### src/rtl/cfd_pkg.sv
`timescale 1ns / 1ps

package cfd_pkg;

   localparam int QUEUE_DEPTH = 4;
   localparam int QUEUE_PTR_W = $clog2(QUEUE_DEPTH);
   localparam int QUEUE_CNT_W = $clog2(QUEUE_DEPTH + 1);

   localparam logic [15:0] MAX_LENGTH_RESET = 16'd1013;

   // configuration register indexes
   localparam logic [1:0] CSR_HEAD_BYTE       = 2'd0;
   localparam logic [1:0] CSR_TAIL_BYTE       = 2'd1;
   localparam logic [1:0] CSR_MAX_DATA_LENGTH = 2'd2;

   typedef enum logic [2:0] {
      KIND_PAYLOAD = 3'd0,
      KIND_GOOD    = 3'd1,
      KIND_BADSUM  = 3'd2,
      KIND_BADTAIL = 3'd3,
      KIND_TOOLONG = 3'd4,
      KIND_NOFRAME = 3'd5
   } kind_type;

   // one classified byte: up to one frame result plus an optional no-frame result
   typedef struct packed {
      logic        has_status;
      logic        has_noframe;
      kind_type    kind;
      logic [7:0]  payload_byte;
      logic [31:0] device_id;
      logic [7:0]  command;
      logic [7:0]  joint_id;
      logic [15:0] data_length;
      logic [7:0]  received_sum;
   } entry_type;

   typedef struct packed {
      logic [7:0]  head_byte;
      logic [7:0]  tail_byte;
      logic [15:0] max_data_length;
   } csr_type;

endpackage

### src/rtl/cfd_front.sv
`timescale 1ns / 1ps

module cfd_front import cfd_pkg::*; (
   input  logic       clock,
   input  logic       reset,
   input  csr_type    csr,
   input  logic       accept,
   input  logic [7:0] in_byte,
   input  logic       end_of_buffer,
   output logic       entry_push,
   output entry_type  entry
);

   typedef enum logic [3:0] {
      PH_HUNT    = 4'd0,
      PH_ID0     = 4'd1,
      PH_ID1     = 4'd2,
      PH_ID2     = 4'd3,
      PH_ID3     = 4'd4,
      PH_CMD     = 4'd5,
      PH_JOINT   = 4'd6,
      PH_LEN0    = 4'd7,
      PH_LEN1    = 4'd8,
      PH_PAYLOAD = 4'd9,
      PH_SUM     = 4'd10,
      PH_TAIL    = 4'd11,
      PH_DONE    = 4'd12
   } phase_type;

   phase_type   phase_ff, phase_in;
   logic [15:0] count_ff, count_in;
   logic [31:0] id_ff, id_in;
   logic [7:0]  cmd_ff, cmd_in;
   logic [7:0]  joint_ff, joint_in;
   logic [15:0] length_ff, length_in;
   logic [7:0]  rsum_ff, rsum_in;
   logic [7:0]  sumbyte_ff, sumbyte_in;
   logic        found_ff, found_in;
   logic        has_status;
   kind_type    kind;
   logic [15:0] count_inc;

   assign count_inc = count_ff + 16'd1;

   always_comb begin
      phase_in   = phase_ff;
      count_in   = count_ff;
      id_in      = id_ff;
      cmd_in     = cmd_ff;
      joint_in   = joint_ff;
      length_in  = length_ff;
      rsum_in    = rsum_ff;
      sumbyte_in = sumbyte_ff;
      found_in   = found_ff;
      has_status = 1'b0;
      kind       = KIND_PAYLOAD;

      case (phase_ff)
         PH_HUNT: begin
            if (in_byte == csr.head_byte) begin
               id_in      = '0;
               rsum_in    = '0;
               count_in   = '0;
               length_in  = '0;
               cmd_in     = '0;
               joint_in   = '0;
               sumbyte_in = '0;
               phase_in   = PH_ID0;
            end
         end
         PH_ID0: begin
            id_in[7:0] = in_byte;
            rsum_in    = rsum_ff + in_byte;
            phase_in   = PH_ID1;
         end
         PH_ID1: begin
            id_in[15:8] = in_byte;
            rsum_in     = rsum_ff + in_byte;
            phase_in    = PH_ID2;
         end
         PH_ID2: begin
            id_in[23:16] = in_byte;
            rsum_in      = rsum_ff + in_byte;
            phase_in     = PH_ID3;
         end
         PH_ID3: begin
            id_in[31:24] = in_byte;
            rsum_in      = rsum_ff + in_byte;
            phase_in     = PH_CMD;
         end
         PH_CMD: begin
            cmd_in   = in_byte;
            rsum_in  = rsum_ff + in_byte;
            phase_in = PH_JOINT;
         end
         PH_JOINT: begin
            joint_in = in_byte;
            rsum_in  = rsum_ff + in_byte;
            phase_in = PH_LEN0;
         end
         PH_LEN0: begin
            length_in = {8'h00, in_byte};
            rsum_in   = rsum_ff + in_byte;
            phase_in  = PH_LEN1;
         end
         PH_LEN1: begin
            length_in = {in_byte, length_ff[7:0]};
            rsum_in   = rsum_ff + in_byte;
            count_in  = '0;
            if (length_in > csr.max_data_length) begin
               has_status = 1'b1;
               kind       = KIND_TOOLONG;
               phase_in   = PH_HUNT;
            end else if (length_in != 16'd0) begin
               phase_in = PH_PAYLOAD;
            end else begin
               phase_in = PH_SUM;
            end
         end
         PH_PAYLOAD: begin
            rsum_in    = rsum_ff + in_byte;
            has_status = 1'b1;
            kind       = KIND_PAYLOAD;
            count_in   = count_inc;
            if (count_inc >= length_ff) phase_in = PH_SUM;
         end
         PH_SUM: begin
            sumbyte_in = in_byte;
            phase_in   = PH_TAIL;
         end
         PH_TAIL: begin
            has_status = 1'b1;
            if (in_byte != csr.tail_byte) begin
               kind     = KIND_BADTAIL;
               phase_in = PH_HUNT;
            end else if (sumbyte_ff != rsum_ff) begin
               kind     = KIND_BADSUM;
               phase_in = PH_HUNT;
            end else begin
               kind     = KIND_GOOD;
               found_in = 1'b1;
               phase_in = PH_DONE;
            end
         end
         PH_DONE: begin
         end
         default: phase_in = PH_HUNT;
      endcase

      // header snapshot taken after this byte's update, before the buffer-end clear
      entry.has_status   = has_status;
      entry.has_noframe  = end_of_buffer && !found_in;
      entry.kind         = kind;
      entry.payload_byte = (kind == KIND_PAYLOAD) ? in_byte : 8'h00;
      entry.device_id    = id_in;
      entry.command      = cmd_in;
      entry.joint_id     = joint_in;
      entry.data_length  = length_in;
      entry.received_sum = (kind inside {KIND_GOOD, KIND_BADSUM, KIND_BADTAIL})
                           ? sumbyte_ff : 8'h00;

      if (end_of_buffer) begin
         phase_in   = PH_HUNT;
         count_in   = '0;
         id_in      = '0;
         cmd_in     = '0;
         joint_in   = '0;
         length_in  = '0;
         rsum_in    = '0;
         sumbyte_in = '0;
         found_in   = 1'b0;
      end
   end

   assign entry_push = accept && (entry.has_status || entry.has_noframe);

   always_ff @(posedge clock) begin
      if (reset) begin
         phase_ff   <= PH_HUNT;
         count_ff   <= '0;
         id_ff      <= '0;
         cmd_ff     <= '0;
         joint_ff   <= '0;
         length_ff  <= '0;
         rsum_ff    <= '0;
         sumbyte_ff <= '0;
         found_ff   <= 1'b0;
      end else if (accept) begin
         phase_ff   <= phase_in;
         count_ff   <= count_in;
         id_ff      <= id_in;
         cmd_ff     <= cmd_in;
         joint_ff   <= joint_in;
         length_ff  <= length_in;
         rsum_ff    <= rsum_in;
         sumbyte_ff <= sumbyte_in;
         found_ff   <= found_in;
      end
   end

   a_eob_clears: assert property (@(posedge clock) disable iff (reset)
      accept && end_of_buffer |=> phase_ff == PH_HUNT && !found_ff)
      else $error("buffer end did not return the parser to hunting");

   a_found_only_done: assert property (@(posedge clock) disable iff (reset)
      found_ff |-> phase_ff == PH_DONE)
      else $error("good frame flag set outside the done phase");

endmodule

### src/rtl/cfd_queue.sv
`timescale 1ns / 1ps

module cfd_queue import cfd_pkg::*; (
   input  logic      clock,
   input  logic      reset,
   input  logic      push,
   input  entry_type push_data,
   input  logic      pop,
   output entry_type head_data,
   output logic      empty,
   output logic      full
);

   entry_type                slot_ff [QUEUE_DEPTH];
   logic [QUEUE_PTR_W-1:0]   wr_ptr_ff, rd_ptr_ff;
   logic [QUEUE_CNT_W-1:0]   count_ff;
   logic                     do_push, do_pop;

   assign empty     = (count_ff == '0);
   assign full      = (count_ff == QUEUE_CNT_W'(QUEUE_DEPTH));
   assign do_push   = push && !full;
   assign do_pop    = pop && !empty;
   assign head_data = slot_ff[rd_ptr_ff];

   always_ff @(posedge clock) begin
      if (do_push) slot_ff[wr_ptr_ff] <= push_data;
   end

   always_ff @(posedge clock) begin
      if (reset) begin
         wr_ptr_ff <= '0;
         rd_ptr_ff <= '0;
         count_ff  <= '0;
      end else begin
         if (do_push) wr_ptr_ff <= (wr_ptr_ff == QUEUE_PTR_W'(QUEUE_DEPTH - 1)) ? '0
                                   : wr_ptr_ff + 1'b1;
         if (do_pop) rd_ptr_ff <= (rd_ptr_ff == QUEUE_PTR_W'(QUEUE_DEPTH - 1)) ? '0
                                  : rd_ptr_ff + 1'b1;
         if (do_push && !do_pop) count_ff <= count_ff + 1'b1;
         else if (do_pop && !do_push) count_ff <= count_ff - 1'b1;
      end
   end

   a_count_bound: assert property (@(posedge clock) disable iff (reset)
      count_ff <= QUEUE_CNT_W'(QUEUE_DEPTH))
      else $error("queue count above depth");

   a_no_lost_push: assert property (@(posedge clock) disable iff (reset)
      push |-> !full)
      else $error("entry pushed into a full queue");

endmodule

### src/rtl/cfd_back.sv
`timescale 1ns / 1ps

module cfd_back import cfd_pkg::*; (
   input  logic        clock,
   input  logic        reset,
   input  entry_type   head_data,
   input  logic        head_empty,
   output logic        head_pop,
   input  logic        rsp_pop,
   output logic        rsp_empty,
   output logic [2:0]  rsp_kind,
   output logic [7:0]  rsp_payload_byte,
   output logic [31:0] rsp_device_id,
   output logic [7:0]  rsp_command,
   output logic [7:0]  rsp_joint_id,
   output logic [15:0] rsp_data_length,
   output logic [7:0]  rsp_received_sum,
   output logic        rsp_last_of_run
);

   logic        valid_ff;
   logic        second_ff;   // working on the no-frame beat of a two-result entry
   logic        load;
   logic        two_results;
   logic        emit_noframe;
   logic        cur_last;
   kind_type    kind_ff;
   logic [7:0]  payload_ff;
   logic [31:0] id_ff;
   logic [7:0]  cmd_ff;
   logic [7:0]  joint_ff;
   logic [15:0] length_ff;
   logic [7:0]  rsum_ff;
   logic        last_ff;

   assign two_results  = head_data.has_status && head_data.has_noframe;
   assign emit_noframe = second_ff || !head_data.has_status;
   assign cur_last     = second_ff || !two_results;
   assign load         = !head_empty && (!valid_ff || rsp_pop);
   assign head_pop     = load && cur_last;

   always_ff @(posedge clock) begin
      if (reset) begin
         valid_ff  <= 1'b0;
         second_ff <= 1'b0;
      end else begin
         if (load) valid_ff <= 1'b1;
         else if (rsp_pop) valid_ff <= 1'b0;
         if (load) second_ff <= !cur_last;
      end
   end

   always_ff @(posedge clock) begin
      if (load) begin
         if (emit_noframe) begin
            kind_ff    <= KIND_NOFRAME;
            payload_ff <= '0;
            id_ff      <= '0;
            cmd_ff     <= '0;
            joint_ff   <= '0;
            length_ff  <= '0;
            rsum_ff    <= '0;
         end else begin
            kind_ff    <= head_data.kind;
            payload_ff <= head_data.payload_byte;
            id_ff      <= head_data.device_id;
            cmd_ff     <= head_data.command;
            joint_ff   <= head_data.joint_id;
            length_ff  <= head_data.data_length;
            rsum_ff    <= head_data.received_sum;
         end
         last_ff <= cur_last;
      end
   end

   assign rsp_empty        = !valid_ff;
   assign rsp_kind         = kind_ff;
   assign rsp_payload_byte = payload_ff;
   assign rsp_device_id    = id_ff;
   assign rsp_command      = cmd_ff;
   assign rsp_joint_id     = joint_ff;
   assign rsp_data_length  = length_ff;
   assign rsp_received_sum = rsum_ff;
   assign rsp_last_of_run  = last_ff;

   a_second_has_pair: assert property (@(posedge clock) disable iff (reset)
      second_ff |-> !head_empty && two_results)
      else $error("second beat pending without a two-result entry");

   a_second_after_first: assert property (@(posedge clock) disable iff (reset)
      $rose(second_ff) |-> valid_ff && !last_ff)
      else $error("no-frame beat queued without a leading status beat");

endmodule

### src/rtl/checksummed_frame_deframer.sv
`timescale 1ns / 1ps
// an accepted byte's entry is registered in a queue slot, then in the result register
// throughput: one byte per cycle while the queue is not full; the result side moves
// one beat per cycle while beats are popped; a buffer-end byte with a status other than
// a good frame gives two beats from one entry; a 4-entry queue absorbs those bursts
// reset (synchronous): parser hunts for a head byte, queue and result empty, head and
// tail bytes 0, length limit 1013

module checksummed_frame_deframer import cfd_pkg::*; (
   input  logic        clock,
   input  logic        reset,
   input  logic        req_push,
   output logic        req_full,
   input  logic [7:0]  req_in_byte,
   input  logic        req_end_of_buffer,
   output logic        rsp_empty,
   input  logic        rsp_pop,
   output logic [2:0]  rsp_kind,
   output logic [7:0]  rsp_payload_byte,
   output logic [31:0] rsp_device_id,
   output logic [7:0]  rsp_command,
   output logic [7:0]  rsp_joint_id,
   output logic [15:0] rsp_data_length,
   output logic [7:0]  rsp_received_sum,
   output logic        rsp_last_of_run,
   input  logic        csr_valid,
   output logic        csr_ready,
   input  logic [1:0]  csr_index,
   input  logic [15:0] csr_data
);

   csr_type   csr_ff;
   logic      accept;
   logic      entry_push;
   entry_type entry;
   entry_type head_data;
   logic      head_empty;
   logic      head_pop;

   assign csr_ready = 1'b1;
   assign accept    = req_push && !req_full;

   always_ff @(posedge clock) begin
      if (reset) begin
         csr_ff.head_byte       <= '0;
         csr_ff.tail_byte       <= '0;
         csr_ff.max_data_length <= MAX_LENGTH_RESET;
      end else if (csr_valid) begin
         case (csr_index)
            CSR_HEAD_BYTE:       csr_ff.head_byte       <= csr_data[7:0];
            CSR_TAIL_BYTE:       csr_ff.tail_byte       <= csr_data[7:0];
            CSR_MAX_DATA_LENGTH: csr_ff.max_data_length <= csr_data;
            default: ;
         endcase
      end
   end

   cfd_front u_front (
      .clock         (clock),
      .reset         (reset),
      .csr           (csr_ff),
      .accept        (accept),
      .in_byte       (req_in_byte),
      .end_of_buffer (req_end_of_buffer),
      .entry_push    (entry_push),
      .entry         (entry)
   );

   cfd_queue u_queue (
      .clock     (clock),
      .reset     (reset),
      .push      (entry_push),
      .push_data (entry),
      .pop       (head_pop),
      .head_data (head_data),
      .empty     (head_empty),
      .full      (req_full)
   );

   cfd_back u_back (
      .clock            (clock),
      .reset            (reset),
      .head_data        (head_data),
      .head_empty       (head_empty),
      .head_pop         (head_pop),
      .rsp_pop          (rsp_pop),
      .rsp_empty        (rsp_empty),
      .rsp_kind         (rsp_kind),
      .rsp_payload_byte (rsp_payload_byte),
      .rsp_device_id    (rsp_device_id),
      .rsp_command      (rsp_command),
      .rsp_joint_id     (rsp_joint_id),
      .rsp_data_length  (rsp_data_length),
      .rsp_received_sum (rsp_received_sum),
      .rsp_last_of_run  (rsp_last_of_run)
   );

endmodule
### config.mk
export PLATFORM = sky130hd
export DESIGN_NAME = checksummed_frame_deframer
export DESIGN_NICKNAME = d
export VERILOG_FILES = /design/src/rtl/cfd_pkg.sv /design/src/rtl/cfd_front.sv /design/src/rtl/cfd_queue.sv /design/src/rtl/cfd_back.sv /design/src/rtl/checksummed_frame_deframer.sv
export SDC_FILE = /design/constraint.sdc
export NUM_CORES = 1
export LEC_CHECK = 0
export ABC_AREA = 1
export BUFFER_PORTS_ARGS = -buffer_cell sky130_fd_sc_hd__buf_2
export CAP_MARGIN = 20
export CORE_ASPECT_RATIO = 0.9
export CORE_UTILIZATION = 30
export DETAILED_ROUTE_END_ITERATION = 10
export HOLD_SLACK_MARGIN = 0.15
export PLACE_DENSITY = 0.47
export SETUP_SLACK_MARGIN = 0.05
export SLEW_MARGIN = 30
export SYNTH_ARGS = -nofsm -noshare
export SYNTH_HDL_FRONTEND = slang
export SYNTH_HIERARCHICAL = 1
export SYNTH_SLANG_ARGS = --single-unit
export TNS_END_PERCENT = 100
### constraint.sdc
create_clock -name clock -period 13.1 [get_ports clock]
set_input_delay 0.655 -clock clock [delete_from_list [all_inputs] [get_ports clock]]
set_output_delay 0.655 -clock clock [all_outputs]
set_load 0.01 [all_outputs]
==> results list, run 1 <==
- Setup repair after global routing left no endpoint under its margin.
- TritonCTS built the clock tree.
- roughly 120 I/O pins were placed.
* Endpoint, Worst Hold: csr_ff[13]$_SDFFE_PP0P_
- Maximum number of pins on one net before global-route repair: 94
- For this run, the detailed router's first-pass iteration total came to 5.
- Across every metal layer, demand over resource in global routing totals 0.1542.
- STA classifies the critical path endpoint as a register.
- The synthesized netlist occupies a cell area of 24,370 um^2.
- The number of hold buffers added after CTS was 0.
* Pleak: ~11 nW
* Area of the die: 82,390 um^2
* First-pass GRT wire length: 96,590 um
* Reg2reg setup slack: 8970 ps
- The total overflow left after global routing is 0.
* Max-slew headroom at the worst pin: 0.3404
* Count of final setup violators: 0
- The region available for standard cell placement spans approximately 80,000 um^2.
- Data arrival at the endpoint of the critical path: 4340 ps
- Measured in cells, the most critical reg-to-reg path has a length of 14.
- Initial cell density of the core: 0.3049
- Cells after synthesis: 2,377
* Final Instance Count excl. Fillers: 3,568
- Final Hold Fails: 0
- Clock Tree Root: sky130_fd_sc_hd__clkbuf_16
- Commonest cells after routing, fill and taps aside: sky130_fd_sc_hd__edfxtp_1, sky130_fd_sc_hd__nand2_1, sky130_fd_sc_hd__nor2_1, sky130_fd_sc_hd__inv_1, sky130_fd_sc_hd__o21ai_0
- Max IR drop VDD: between 90 and 100 uV
* CTS sink cnt: 568
* Chip Height: 272.4 um
* Multi-input combinational cell area: 7239 um^2
* Worst R2R Start: csr_ff[15]$_SDFFE_PP0P_
* Path class of the lowest-slack min-delay path: in -> reg
- For this run, the number of Yosys warnings is 6.
* Power density over cell area: 201.0 nW/um^2
- Summing all flip-flop and latch instances after layout gives 15,620 um^2.
- For the pin with the worst max-slew slack, the measured transition is about 990 ps.
- # diodes: 0
- Hold path depth: 3
- Net count after synthesis: 2,457
- Drt wl/cell: 17.87 um
* Core Rows: 98
- Number of resized instances in the post-cts repair step: 0
- Estimated wirelength of the detail-placed design: approximately 38,000 um
* Vias in the first global route: 16.24k
- Worst skew pair latency: 620 ps
* Post-route DRC violation count: 0
- The worst setup path is of the reg -> reg kind.
- Global placement routability congestion: approximately 0.81
- Total power: between 5 and 6 mW
- After filler insertion, the fill cell instance count of the layout stands at 7,990.
- For this block, the initial DRC count from the detailed router was 1,158.
- Post-synthesis area per instance: 10.25 um^2
* Hold Startpoint: csr_data[13]
- Upper clock frequency limit: about 240 MHz
- Max-cap violations in this run came to 0.
* Number of antenna-violating nets in the routed design: 0
- Sequential fraction of the synthesis area: 0.6406
* Maximum fanout along the worst path: 53
- Count of state elements after synthesis: 568
- Final slew viol count: 0
* Inst Count DP: 3,446
- Growth of design area from synthesis to finish: 14.78%
- Final-layout setup total negative slack: 0 ps
- Clock skew on the completed layout was measured at 24.89 ps.
* Number of CTS-inserted buffers: 66
- The worst setup path is launched from a register.
- For the worst setup path, the data required time is roughly 13,000 ps.
* Most frequent standard cell in the layout excluding fill and tap cells: sky130_fd_sc_hd__edfxtp_1
- Initial antenna violation count: 4
* Setup Fix Bufs, Post-CTS: 0
- Number of levels in the clock H-tree: 3
- Fraction of final layout cells sized beyond drive strength 1: 0.1207
- Dividing the final minimum period by the clock period gives 0.3149.
* Routed wire length: between 60,000 and 70,000 um
* Capture point of the worst reg-to-reg path: u_queue/slot_ff[1][17]$_DFFE_PP_
- Result of the run: completed
* Net count, final: between 2k and 3k
* CTS max path bufs: 3
* Min cycle time layout: 4126 ps
- Horizontal die dimension: between 300 and 400 um
- Using the TritonRoute via totals, the vias-per-cell ratio works out to 4.737.
* Total number of vias: 16.90k
- Port Buf Inserts: between 100 and 150
- Clock-pin transition on the worst setup and hold timing paths: 60 ps
* Worst hold slack across all endpoints: 281.1 ps
- Distinct cells, synth: 47
-- report_power, final --
group | switching [mW] | internal (mW) | leakage [nW]
Sequential | 0.0926 | 2.30 | 5.19
Combinational | 1.05 | 0.378 | 4.32
Clock | 0.749 | 1.06 | 1.05
Total | 1.89 | 3.73 | 10.6
-- synth_stat cells, drive strengths merged --
cell type	instances	share of area
clkbuf	73	0.011
nor3	20	0.0043
xnor2	14	0.0050
conb	1	0.00015
nand4	17	0.0044
o21bai	1	0.00031
o31ai	1	0.00031
o21ai	251	0.052
or2	4	0.0010
nor2	375	0.059
o21a	1	0.00031
inv	238	0.037
o22ai	85	0.022
ha	46	0.024
edfxtp	424	0.52
a21oi	132	0.029
nand3	60	0.014
o311ai	1	0.00036
fa	2	0.0016
o2111ai	3	0.0011
buf	42	0.016
a22oi	1	0.00031
nand2	410	0.066
nand3b	3	0.00092
a21o	1	0.00031
xor2	23	0.0083
nor3b	1	0.00031
dfxtp	144	0.12
nor4	3	0.0016
-- cells by family after synthesis --
group           Yosys count  share of synthesized area
simple gates            893                     0.1511
flops                   568                     0.6406
compound gates          477                     0.1050
buf+inv                 353                    0.06458
fa+ha+maj                48                    0.02526
xor+xnor                 37                    0.01329
other cells               1                  0.0001538
-- how the worst max path moves through the flow --
stage | endpoint | slack [ps] | from
after CTS | u_queue/slot_ff[1][17]$_DFFE_PP_ | 8920 | csr_ff[15]$_SDFFE_PP0P_
after global placement | u_queue/slot_ff[0][79]$_DFFE_PP_ | 8550 | req_in_byte[7]
final | u_queue/slot_ff[1][17]$_DFFE_PP_ | 8970 | csr_ff[15]$_SDFFE_PP0P_
after floorplan | u_queue/slot_ff[0][0]$_DFFE_PP_ | 7140 | req_in_byte[7]
after global routing | u_queue/slot_ff[1][84]$_DFFE_PP_ | 8530 | csr_ff[15]$_SDFFE_PP0P_
after detailed placement | u_queue/slot_ff[1][19]$_DFFE_PP_ | 8470 | req_in_byte[7]
-- layer usage --
layer	track usage	wire length, um	up-vias
li1	-	-	8238
met1	0.2126	30020	8138
met2	0.2464	29090	432
met3	0.03087	3402	92
met4	0.03967	1250	2
met5	0	11	-
-- critical path, cell delays in order, from the launching register on --
cell and delay (ps):
sky130_fd_sc_hd__dfxtp_1 330, sky130_fd_sc_hd__inv_1 50, sky130_fd_sc_hd__ha_1 290, sky130_fd_sc_hd__nand2_1 100, sky130_fd_sc_hd__nor3_1 270, sky130_fd_sc_hd__nand2_1 80, sky130_fd_sc_hd__nand2_1 90, sky130_fd_sc_hd__nand3_1 170
sky130_fd_sc_hd__o21ai_0 270, sky130_fd_sc_hd__o21ai_0 150, sky130_fd_sc_hd__inv_1 120, sky130_fd_sc_hd__nand2_1 280, sky130_fd_sc_hd__nor2_4 150, sky130_fd_sc_hd__buf_4 480, sky130_fd_sc_hd__buf_4 820
-- through the flow --
stage | util | area [um^2] | setup WS [ps]
after floorplan | - | 24370 | 7143
after global placement | 0.3225 | 25780 | 8548
after detailed placement | 0.3226 | 25790 | 8472
after CTS | 0.3496 | 27950 | 8919
after global routing | 0.3499 | 27980 | 8531
final | 0.3499 | 27980 | 8974
-- layout make-up --
| type | instances | share of cell area |
|---|---|---|
| Clock buffer | 88 | 0.06413 |
| Clock inverter | 33 | 0.01297 |
| Inverter | 238 | 0.03229 |
| Multi-Input combinational cell | 1456 | 0.2588 |
| Sequential cell | 568 | 0.5583 |
| Tap cell | 1050 | 0.04696 |
| Timing Repair Buffer | 135 | 0.02657 |
-- registers in the layout (all words and copies together), names as in the netlist, 2 cells and up, named ones only --
signal	count
csr_ff	32
u_back/rsp_command	8
u_back/rsp_data_length	16
u_back/rsp_device_id	32
u_back/rsp_joint_id	8
u_back/rsp_kind	3
u_back/rsp_payload_byte	8
u_back/rsp_received_sum	8
u_front/cmd_ff	8
u_front/count_ff	16
u_front/id_ff	32
u_front/joint_ff	8
u_front/length_ff	16
u_front/phase_ff	4
u_front/rsum_ff	8
u_front/sumbyte_ff	8
u_queue/count_ff	3
u_queue/rd_ptr_ff	2
u_queue/slot_ff	340
u_queue/wr_ptr_ff	2
(Power assumes the default switching activity.)
==> run 2, diff against run 1 <==
--- a/config.mk
+++ b/config.mk
@@ -5,7 +5,7 @@
 export SDC_FILE = /design/constraint.sdc
 export NUM_CORES = 1
 export LEC_CHECK = 0
-export ABC_AREA = 1
+export ABC_AREA = 0
 export BUFFER_PORTS_ARGS = -buffer_cell sky130_fd_sc_hd__buf_2
 export CAP_MARGIN = 20
 export CORE_ASPECT_RATIO = 0.9
==> constraint.sdc (replaced) <==
create_clock -name clock -period 4.1 [get_ports clock]
set_input_delay 0.205 -clock clock [delete_from_list [all_inputs] [get_ports clock]]
set_output_delay 0.205 -clock clock [all_outputs]
set_load 0.01 [all_outputs]
==> run 2 against run 1 <==
Via count fell by 19%; worst setup slack lost 8600 ps; critical path type unchanged; clock power rose to 3.3 times the previous value; critical path depth increased by 3; total power rose to 2.9 times the previous value; die area is 2.1% lower; sequential cell count did not move; sequential share of layout area down 0.25 points; cell area up 0.47%; register-to-register slack got worse by 8600 ps; highest routed layer unchanged; largest power group unchanged.
==> results list, run 2 <==
- The later pin in the worst-skew pair is clocked with a latency of about 610 ps.
- Flip-flop count of the largest register after layout: 340
* Maximum number of pins on one net before global-route repair: 85
* Drt via density: 4.810
* Peak per-stage delay on the critical path: 370 ps
- The pre-antenna-repair detailed-routing pass consisted of 5 iterations.
- Adding up every negative setup slack in the final design gives 0 ps.
* Number of antenna-violating nets in the routed design: 0
* Placeable core area: 78,280 um^2
* Number of violations reported at the end of detailed-routing iteration 0: 773
- The total count of max-transition violations in the final report is 0.
* Final Hold Fails: 0
- Number of levels in the clock H-tree: 3
- EDFF count, synth: 424
- Sequential fraction of the synthesis area: 0.6545
* Cell seen most often among critical-path stages: sky130_fd_sc_hd__inv_1
- In this run the tool buffered the top-level ports with 117 buffer cells.
- The critical path ends at u_queue/count_ff[2]$_SDFFE_PP0P_.
* Top register by number of flip-flops: u_queue/slot_ff
- Core Rows: 97
- CTS sink cnt: 568
* Final Instance Count excl. Fillers: 2,851
- Pleak: 9.648 nW
- Type of element launching the critical path: register
- The most critical setup path has its startpoint at csr_ff[13]$_SDFFE_PP0P_.
* Horizontal die dimension: 299.3 um
* First-pass GRT wire length: 86,750 um
* RSZ-0062 raised after global routing: no
- At the pin with the least slew margin, the transition time is around 980 ps.
- Post-synthesis area per instance: roughly 15 um^2
* Max-slew headroom at the worst pin: 0.3464
- Number of CTS-inserted buffers: about 70
* Initial antenna violation count: 1
- Capture point of the worst reg-to-reg path: u_queue/count_ff[2]$_SDFFE_PP0P_
- TritonCTS built the clock tree.
- Yosys top cell by area: sky130_fd_sc_hd__edfxtp_1
* Total power: approximately 16 mW
- Area of the die: 80,660 um^2
* Endpoint class of the critical path: register
- For this run, the post-layout net count is 1,838.
- For this run, design rule violations remaining after detail routing come to 0.
- Main synth FF type: sky130_fd_sc_hd__edfxtp_1
- Synthesis produced a netlist whose cell count is around 1.6k.
- Number of warnings printed during yosys synthesis: 6
- Drt wl/cell: 19.87 um
- Count of state elements after synthesis: 568
- Setup violations remaining at the end of the flow were counted as 0.
- STA puts the critical path data arrival time at 4300 ps.
- The mapped netlist covers 23,860 um^2.
* Leftover overflow at the end of global routing: 0
* Total number of vias: 13.71k
- For this configuration, the core starts out at a cell density of 0.3048.
- Clock Tree Root: sky130_fd_sc_hd__clkbuf_16
* Maximum fanout along the worst path: 7
* Critical-path top delay cell: sky130_fd_sc_hd__a311oi_2
- The flow ran to the end, and the final reports show no timing, DRC or antenna violations.
- Global-route usage over all layers: 0.1408
- Detailed placement finished with a half-perimeter wire length of 35,190 um.
- By count the netlist is led by sky130_fd_sc_hd__edfxtp_1, sky130_fd_sc_hd__dfxtp_1, sky130_fd_sc_hd__and2_1, sky130_fd_sc_hd__nand2_1, sky130_fd_sc_hd__mux4_2.
- Compared with the post-synthesis result, the final layout area differs by 17.82%.
- Net count after synthesis: ~1.7k
- Clock-pin transition on the worst setup and hold timing paths: about 60 ps
* Inst Count DP: 2,703
- Fraction of final layout cells sized beyond drive strength 1: 0.2108
- Worst Reg2Reg Path Length in Cells: 17
- Min cycle time layout: around 3800 ps
* Finished Core Util: 0.3591
* Commonest cells after routing, fill and taps aside: sky130_fd_sc_hd__edfxtp_1, sky130_fd_sc_hd__dfxtp_1, sky130_fd_sc_hd__buf_2, sky130_fd_sc_hd__and2_1, sky130_fd_sc_hd__nand2_1
- I/O pins: roughly 120
- Fraction of post-synthesis cell area in the top cell type by area: 0.5337
- Top-count cell post-synth: sky130_fd_sc_hd__edfxtp_1
* # diodes: 0
* Critical path type: reg -> reg
- Traced cell by cell, the critical path runs through inv_1, ha_1, nand4_1, a211oi_1, o31ai_1, a311oi_2, buf_4, a21o_1, o21a_2, inv_1, nor2_2, ha_1, inv_1, fa_1, xor2_1, or3_1, a21oi_1.
- Worst R2R Start: csr_ff[13]$_SDFFE_PP0P_
* Distinct cells, synth: 76
* Most frequent standard cell in the layout excluding fill and tap cells: sky130_fd_sc_hd__edfxtp_1
- Setup Fix Bufs, Post-CTS: 0
- In this run the register-to-register setup slack is 330 ps.
* Global placement routability congestion: 0.7822
* Routed wire length: ~57,000 um
- Post-synthesis async set-or-reset flop share: 0
- Path class of the lowest-slack min-delay path: in -> reg
- Chip Height: 269.5 um
- The tool flagged a number of max-cap violations equal to 0.
- CTS max path bufs: 3
- In the post-route analysis, the smallest setup slack over all paths is 333.3 ps.
* Post-Place Setup Slack: 186.9 ps
- Power density over cell area: about 570 nW/um^2
* Area contributors post-synth: sky130_fd_sc_hd__edfxtp_1, sky130_fd_sc_hd__dfxtp_1, sky130_fd_sc_hd__mux4_2, sky130_fd_sc_hd__a22o_1, sky130_fd_sc_hd__and2_1
- Critical path data required time: 4630 ps
- Static timing analysis puts the maximum clock frequency at 265.5 MHz.
- In the finished design, the share of the clock period the worst path needs comes to 0.9187.
* Worst clock skew: 23.47 ps
- Max IR drop VDD: 324.9 uV
- Vias in the first global route: 14.24k
## run 2: critical path: cells and delay by family (launching register included)
family | cells | cell delay (ps)
buffers and inverters | 4 | 410
flip-flops | 1 | 340
XOR/XNOR | 1 | 180
adder cells (fa/ha/maj) | 3 | 850
AND/OR/NAND/NOR | 3 | 650
AO/OA/AOI/OAI | 6 | 1260
## run 2: cells by family (layout without fill, tap and decap cells)
logic type                 count (synthesis)  after routing  synth area share
DFF                                      568            568            0.6545
and+or+nand+nor                          424            424           0.09797
AOI/OAI and AO/OA                        249            249           0.07599
buffers and inverters                    142            352           0.03168
muxes                                    125            125           0.09707
adders and majority gates                 48             48           0.02580
xor gates and xnor gates                  45             45           0.01683
other                                      1              1         0.0001572
## run 2: layout make-up
| type | instances | area, um^2 |
|---|---|---|
| fill | 7521 | 50170 |
| sequential | 568 | 15620 |
| multi-input combinational | 892 | 7525 |
| clock buffer | 92 | 1904 |
| tap | 1039 | 1300 |
| timing repair buffer | 179 | 1235 |
| clock inverter | 32 | 339.1 |
| inverter | 49 | 183.9 |
## run 2: metrics by stage
stage | area [um^2] | hold WS (ps)
after floorplan | 23870 | 274.1
after global placement | 25590 | 456.6
after detailed placement | 25590 | 459.3
after CTS | 28070 | 159.2
after global routing | 28110 | 192.0
final | 28110 | 199.2
## run 2: worst min path at each step
stage	startpoint	end	slack [ps]	cells past startpoint
6_report	req_in_byte[2]	u_front/length_ff[10]$_SDFFE_PP0P_	200	4
3_3_place_gp	u_front/id_ff[0]$_SDFFE_PP0P_	u_front/id_ff[0]$_SDFFE_PP0P_	460	1
5_1_grt	req_in_byte[4]	u_front/length_ff[12]$_SDFFE_PP0P_	190	4
3_5_place_dp	u_front/id_ff[23]$_SDFFE_PP0P_	u_front/id_ff[23]$_SDFFE_PP0P_	460	1
4_1_cts	req_in_byte[7]	u_front/length_ff[15]$_SDFFE_PP0P_	160	4
2_1_floorplan	reset	u_back/second_ff$_SDFFE_PP0P_	270	1
## run 2: timing repair
action,4_1_cts,5_1_grt
hold buffers,23,0
endpoints found under the setup margin,0,1
gates resized for setup,0,3
hold endpoints to repair,58,0
## run 2: report_power, final
group          switching [mW]  leakage (nW)  total, mW  internal, mW
clock network            2.43          1.11       5.98          3.55
registers               0.178          5.03       7.21          7.04
logic                    1.63          3.52       2.86          1.24
total                    4.23          9.65       16.1          11.8
## run 2: per-layer routing
layer	global-route usage	share of wire	vias to the layer above
met5	0	0.00023	-
li1	-	-	6395
met2	0.2292	0.47	327
met4	0.04135	0.023	2
met3	0.02836	0.052	93
met1	0.1890	0.45	6896
==> run 3, diff against run 2 <==
--- a/config.mk
+++ b/config.mk
@@ -9,14 +9,13 @@
 export BUFFER_PORTS_ARGS = -buffer_cell sky130_fd_sc_hd__buf_2
 export CAP_MARGIN = 20
 export CORE_ASPECT_RATIO = 0.9
-export CORE_UTILIZATION = 30
+export CORE_UTILIZATION = 60
 export DETAILED_ROUTE_END_ITERATION = 10
 export HOLD_SLACK_MARGIN = 0.15
-export PLACE_DENSITY = 0.47
+export PLACE_DENSITY = 0.8
 export SETUP_SLACK_MARGIN = 0.05
 export SLEW_MARGIN = 30
 export SYNTH_ARGS = -nofsm -noshare
 export SYNTH_HDL_FRONTEND = slang
-export SYNTH_HIERARCHICAL = 1
 export SYNTH_SLANG_ARGS = --single-unit
 export TNS_END_PERCENT = 100
==> run 3 against run 2 <==
Clock-buffer cell count is 25 lower; via count increased by 0.50%; synthesized cell count fell by 3.9%; core utilization up 34 points; clock skew fell by 8.9 ps; first-iteration DRC count grew 48%; largest cell class unchanged; highest routed layer is now met4.
==> results list, run 3 <==
- The internal power of the cells totals 10.97 mW.
- For the pin with the worst max-slew slack, the measured transition is approximately 940 ps.
- STA classifies the critical path endpoint as a register.
* Estimated wirelength of the detail-placed design: 29,630 um
- The synthesized netlist occupies a cell area of around 23,000 um^2.
- Type of element launching the critical path: register
- Sequential fraction of the synthesis area: 0.6700
- Clock-pin transition on the worst setup and hold timing paths: 60 ps
- Counting flops with a built-in enable in the synthesized netlist gives 424.
- TritonCTS built the clock tree.
* Post-synthesis async set-or-reset flop share: 0
- The complex-gate fraction of the synthesized area is 0.08644.
* Result of the run: completed
- The share of total power dissipated in the clock network is 0.333.
- Sorting the synthesized cells by how often they occur yields sky130_fd_sc_hd__edfxtp_1, sky130_fd_sc_hd__dfxtp_1, sky130_fd_sc_hd__a22o_1, sky130_fd_sc_hd__nor2b_1, sky130_fd_sc_hd__mux4_2.
- Fraction of post-synthesis cell area in the top cell type by area: 0.5463
* Horizontal die dimension: 209.7 um
- After floorplanning, the core was sized to cover ~38,000 um^2.
* Port Buf Inserts: 117
- Data arrival at the endpoint of the critical path: approximately 4200 ps
- The endpoint identified for the worst register-to-register timing path is u_front.phase_ff[1]$_SDFFE_PP0P_.
- Yosys top cell by area: sky130_fd_sc_hd__edfxtp_1
- Number of violations reported at the end of detailed-routing iteration 0: approximately 1.1k
- Total power: 14.93 mW
- Hold timing on the final database bottoms out at a slack of ~200 ps.
- The initial antenna violation count is 0.
- Maximum number of pins on one net before global-route repair: 84
- Number of levels in the clock H-tree: 2
- Final slew viol count: 0
* Top register by number of flip-flops: u_queue.slot_ff
- For this run, the number of Yosys warnings is 0.
- Cell breakdown of the critical path: ha_1, and3_1, and3_1, and3_1, and3_1, xor2_1, ha_1, and3_1, a221oi_1, o32a_1, a21oi_1, o21a_1, o21ai_0, a22o_1
- Clock tree synthesis selected as its root buffer the cell sky130_fd_sc_hd__clkbuf_16.
- Critical-path top delay cell: sky130_fd_sc_hd__dfxtp_1
* Distinct cells, synth: 59
- Critical Path Start: u_front.count_ff[0]$_SDFFE_PP0P_
- The number of antenna diodes in the final layout is 0.
- Number of iterations in the first detailed-routing pass: 5
* Main synth FF type: sky130_fd_sc_hd__edfxtp_1
- The worst setup path is of the reg -> reg kind.
* Fill count: 2,456
* Number of max-capacitance violations reported: 0
- Worst Reg2Reg Path Length in Cells: 14
* Post-route DRC violation count: 0
- In the final layout, the share of cells above drive strength 1 is 0.2013.
* CTS max path bufs: 3
* Upper clock frequency limit: 275.0 MHz
- Clock skew on the completed layout was measured at 14.56 ps.
* Flip-flop count of the largest register after layout: 340
- Growth of design area from synthesis to finish: 14.03%
* Initial cell density of the core: 0.6087
- Maximum fanout along the worst path: 8
- The smallest clock period supported by the final layout is computed as 3637 ps.
- Of the total synthesized cell area, the portion taken by XOR and XNOR cells is 0.01879.
* Most frequent standard cell in the layout excluding fill and tap cells: sky130_fd_sc_hd__edfxtp_1
- In this design, the critical path's most frequently occurring cell is sky130_fd_sc_hd__and3_1.
- Setup violations remaining at the end of the flow were counted as 0.
- In this run the remaining antenna-violating nets after routing total 0.
* Final Hold Fails: 0
- By instance count, the leading cell after synthesis is sky130_fd_sc_hd__edfxtp_1.
- In this run the register-to-register setup slack is 460 ps.
- Count of state elements after synthesis: 568
* Proportion of total power due to net switching: 0.2652
- Comb pwr share: 0.185
* Total number of vias: 13.78k
- Leftover overflow at the end of global routing: 0
* Final period util: 0.8870
- The worst pin sits at a relative slew slack of 0.3659.
* Post-synthesis area per instance: 15.13 um^2
- Counting every net in the synthesized netlist gives 1,620.
- Routed wire length: 48,580 um
* I/O pins: 119
- Area contributors post-synth: sky130_fd_sc_hd__edfxtp_1, sky130_fd_sc_hd__dfxtp_1, sky130_fd_sc_hd__mux4_2, sky130_fd_sc_hd__a22o_1, sky130_fd_sc_hd__ha_1
* Area fraction in and, or, nand and nor cells after synthesis: 0.08477
- The floorplan step defined a die boundary enclosing about 40,000 um^2.
* Vias in the first global route: approximately 14k
* Number of resized instances in the post-cts repair step: 0
- Drt wl/cell: between 20 and 25 um
* Chip Height: 189.0 um
- Path class of the lowest-slack min-delay path: in -> reg
- Power density over cell area: 561.9 nW/um^2
- Leaving out fill and tap cells, the most frequent cells in the layout are sky130_fd_sc_hd__edfxtp_1, sky130_fd_sc_hd__dfxtp_1, sky130_fd_sc_hd__a22o_1, sky130_fd_sc_hd__buf_2, sky130_fd_sc_hd__mux4_2.
- Flop pwr share: 0.482
- Worst skew pair latency: about 600 ps
* Pleak: 9.801 nW
- Core Rows: 68
- CTS sink cnt: 568
- Of the total synthesized cell area, the portion taken by full adders, half adders and majority gates is 0.02641.
- Net count, final: ~1.8k
- For this run, the slowest stage of the critical path takes roughly 420 ps.
- In this run the worst setup path terminates at u_front.phase_ff[1]$_SDFFE_PP0P_.
- The startpoint identified for the worst register-to-register timing path is u_front.count_ff[0]$_SDFFE_PP0P_.
- The worst-case IR drop observed on VDD is 493.7 uV.
- Multiplexer area fraction after synthesis: 0.09159
- The first global-routing pass estimated about 76,000 um of wire.
- By area, the combinational part of the netlist is dominated by multiplexers.
- Critical path data required time: 4630 ps
- In the synthesized netlist, the number of instances is 1,540.
* Net Switching: 3.959 mW
- Counting the buffers created by CTS gives 54.
- Global-route usage over all layers: 0.2504
- At the end of routability-driven placement, the weighted congestion stood at 0.8800.
- Dividing the detail-routed via count by the number of cells gives 6.224.
- Setup repair after global routing left no endpoint under its margin.
run 3: worst max-delay path: cells and delay by family (launching register included):
family | cells | cell delay [ps]
compound gates | 6 | 1200
xor+xnor | 1 | 160
fa+ha+maj | 2 | 520
flops | 1 | 420
simple gates | 5 | 1250
run 3: through the flow:
stage	setup TNS, ps	worst slack (ps)	cells	instance area, um^2	utilization
final	0	463.3	2214	26580	0.6941
after global routing	0	207.1	2214	26580	0.6941
after CTS	0	472.4	2214	26560	0.6936
after detailed placement	0	498.6	2092	24530	0.6408
after global placement	0	705.4	2092	24530	0.6407
after floorplan	-52030	-153.0	1540	23330	-
run 3: power groups by stage:
stage / logic, mW / registers [mW] / clock network (mW)
global route: 3.01 / 7.25 / 5.29
finish: 2.77 / 7.19 / 4.97
CTS: 2.81 / 7.20 / 5.06
global placement: 2.72 / 7.30 / 0
floorplan: 1.61 / 7.52 / 0
detailed placement: 2.78 / 7.32 / 0
run 3: routing by layer:
metal | up-vias | part of all wire | track usage
li1 | 6198 | - | -
met5 | - | 0 | 0
met3 | 85 | 0.069 | 0.04694
met2 | 591 | 0.49 | 0.4135
met1 | 6907 | 0.41 | 0.3385
met4 | 0 | 0.025 | 0.08170
run 3: cell families after synthesis:
kind of cell	after synthesis
other	1
adders and majority gates	48
and+or+nand+nor	368
buffers and inverters	128
AOI/OAI and AO/OA	270
DFF	568
muxes	107
xor gates and xnor gates	50
run 3: how the worst min path moves through the flow:
| stage | startpoint | to | slack [ps] | depth (start not counted) |
|---|---|---|---|---|
| CTS | req_in_byte[7] | u_front.sumbyte_ff[7]$_SDFFE_PP0P_ | 150 | 4 |
| global placement | csr_data[8] | csr_ff[8]$_SDFFE_PP1P_ | 420 | 2 |
| floorplan | csr_data[2] | csr_ff[2]$_SDFFE_PP1P_ | 320 | 1 |
| detailed placement | csr_data[8] | csr_ff[8]$_SDFFE_PP1P_ | 430 | 2 |
| global route | req_in_byte[7] | u_front.sumbyte_ff[7]$_SDFFE_PP0P_ | 190 | 4 |
| finish | req_in_byte[2] | u_front.sumbyte_ff[2]$_SDFFE_PP0P_ | 200 | 4 |
run 3: area by class of cell:
cell class / instances / area (um^2) / area share
Inverter: 44 / 165.2 / 0.006215
Timing Repair Buffer: 167 / 1117 / 0.04204
Multi-Input combinational cell: 844 / 7244 / 0.2726
Sequential cell: 568 / 15620 / 0.5879
Clock buffer: 67 / 1523 / 0.05730
Clock inverter: 34 / 290.3 / 0.01092
Tap cell: 490 / 613.1 / 0.02307
run 3: what timing repair did:
item	4_1_cts	5_1_grt
setup buffers	0	0
endpoints found under the hold margin	41	0
hold buffers	21	0
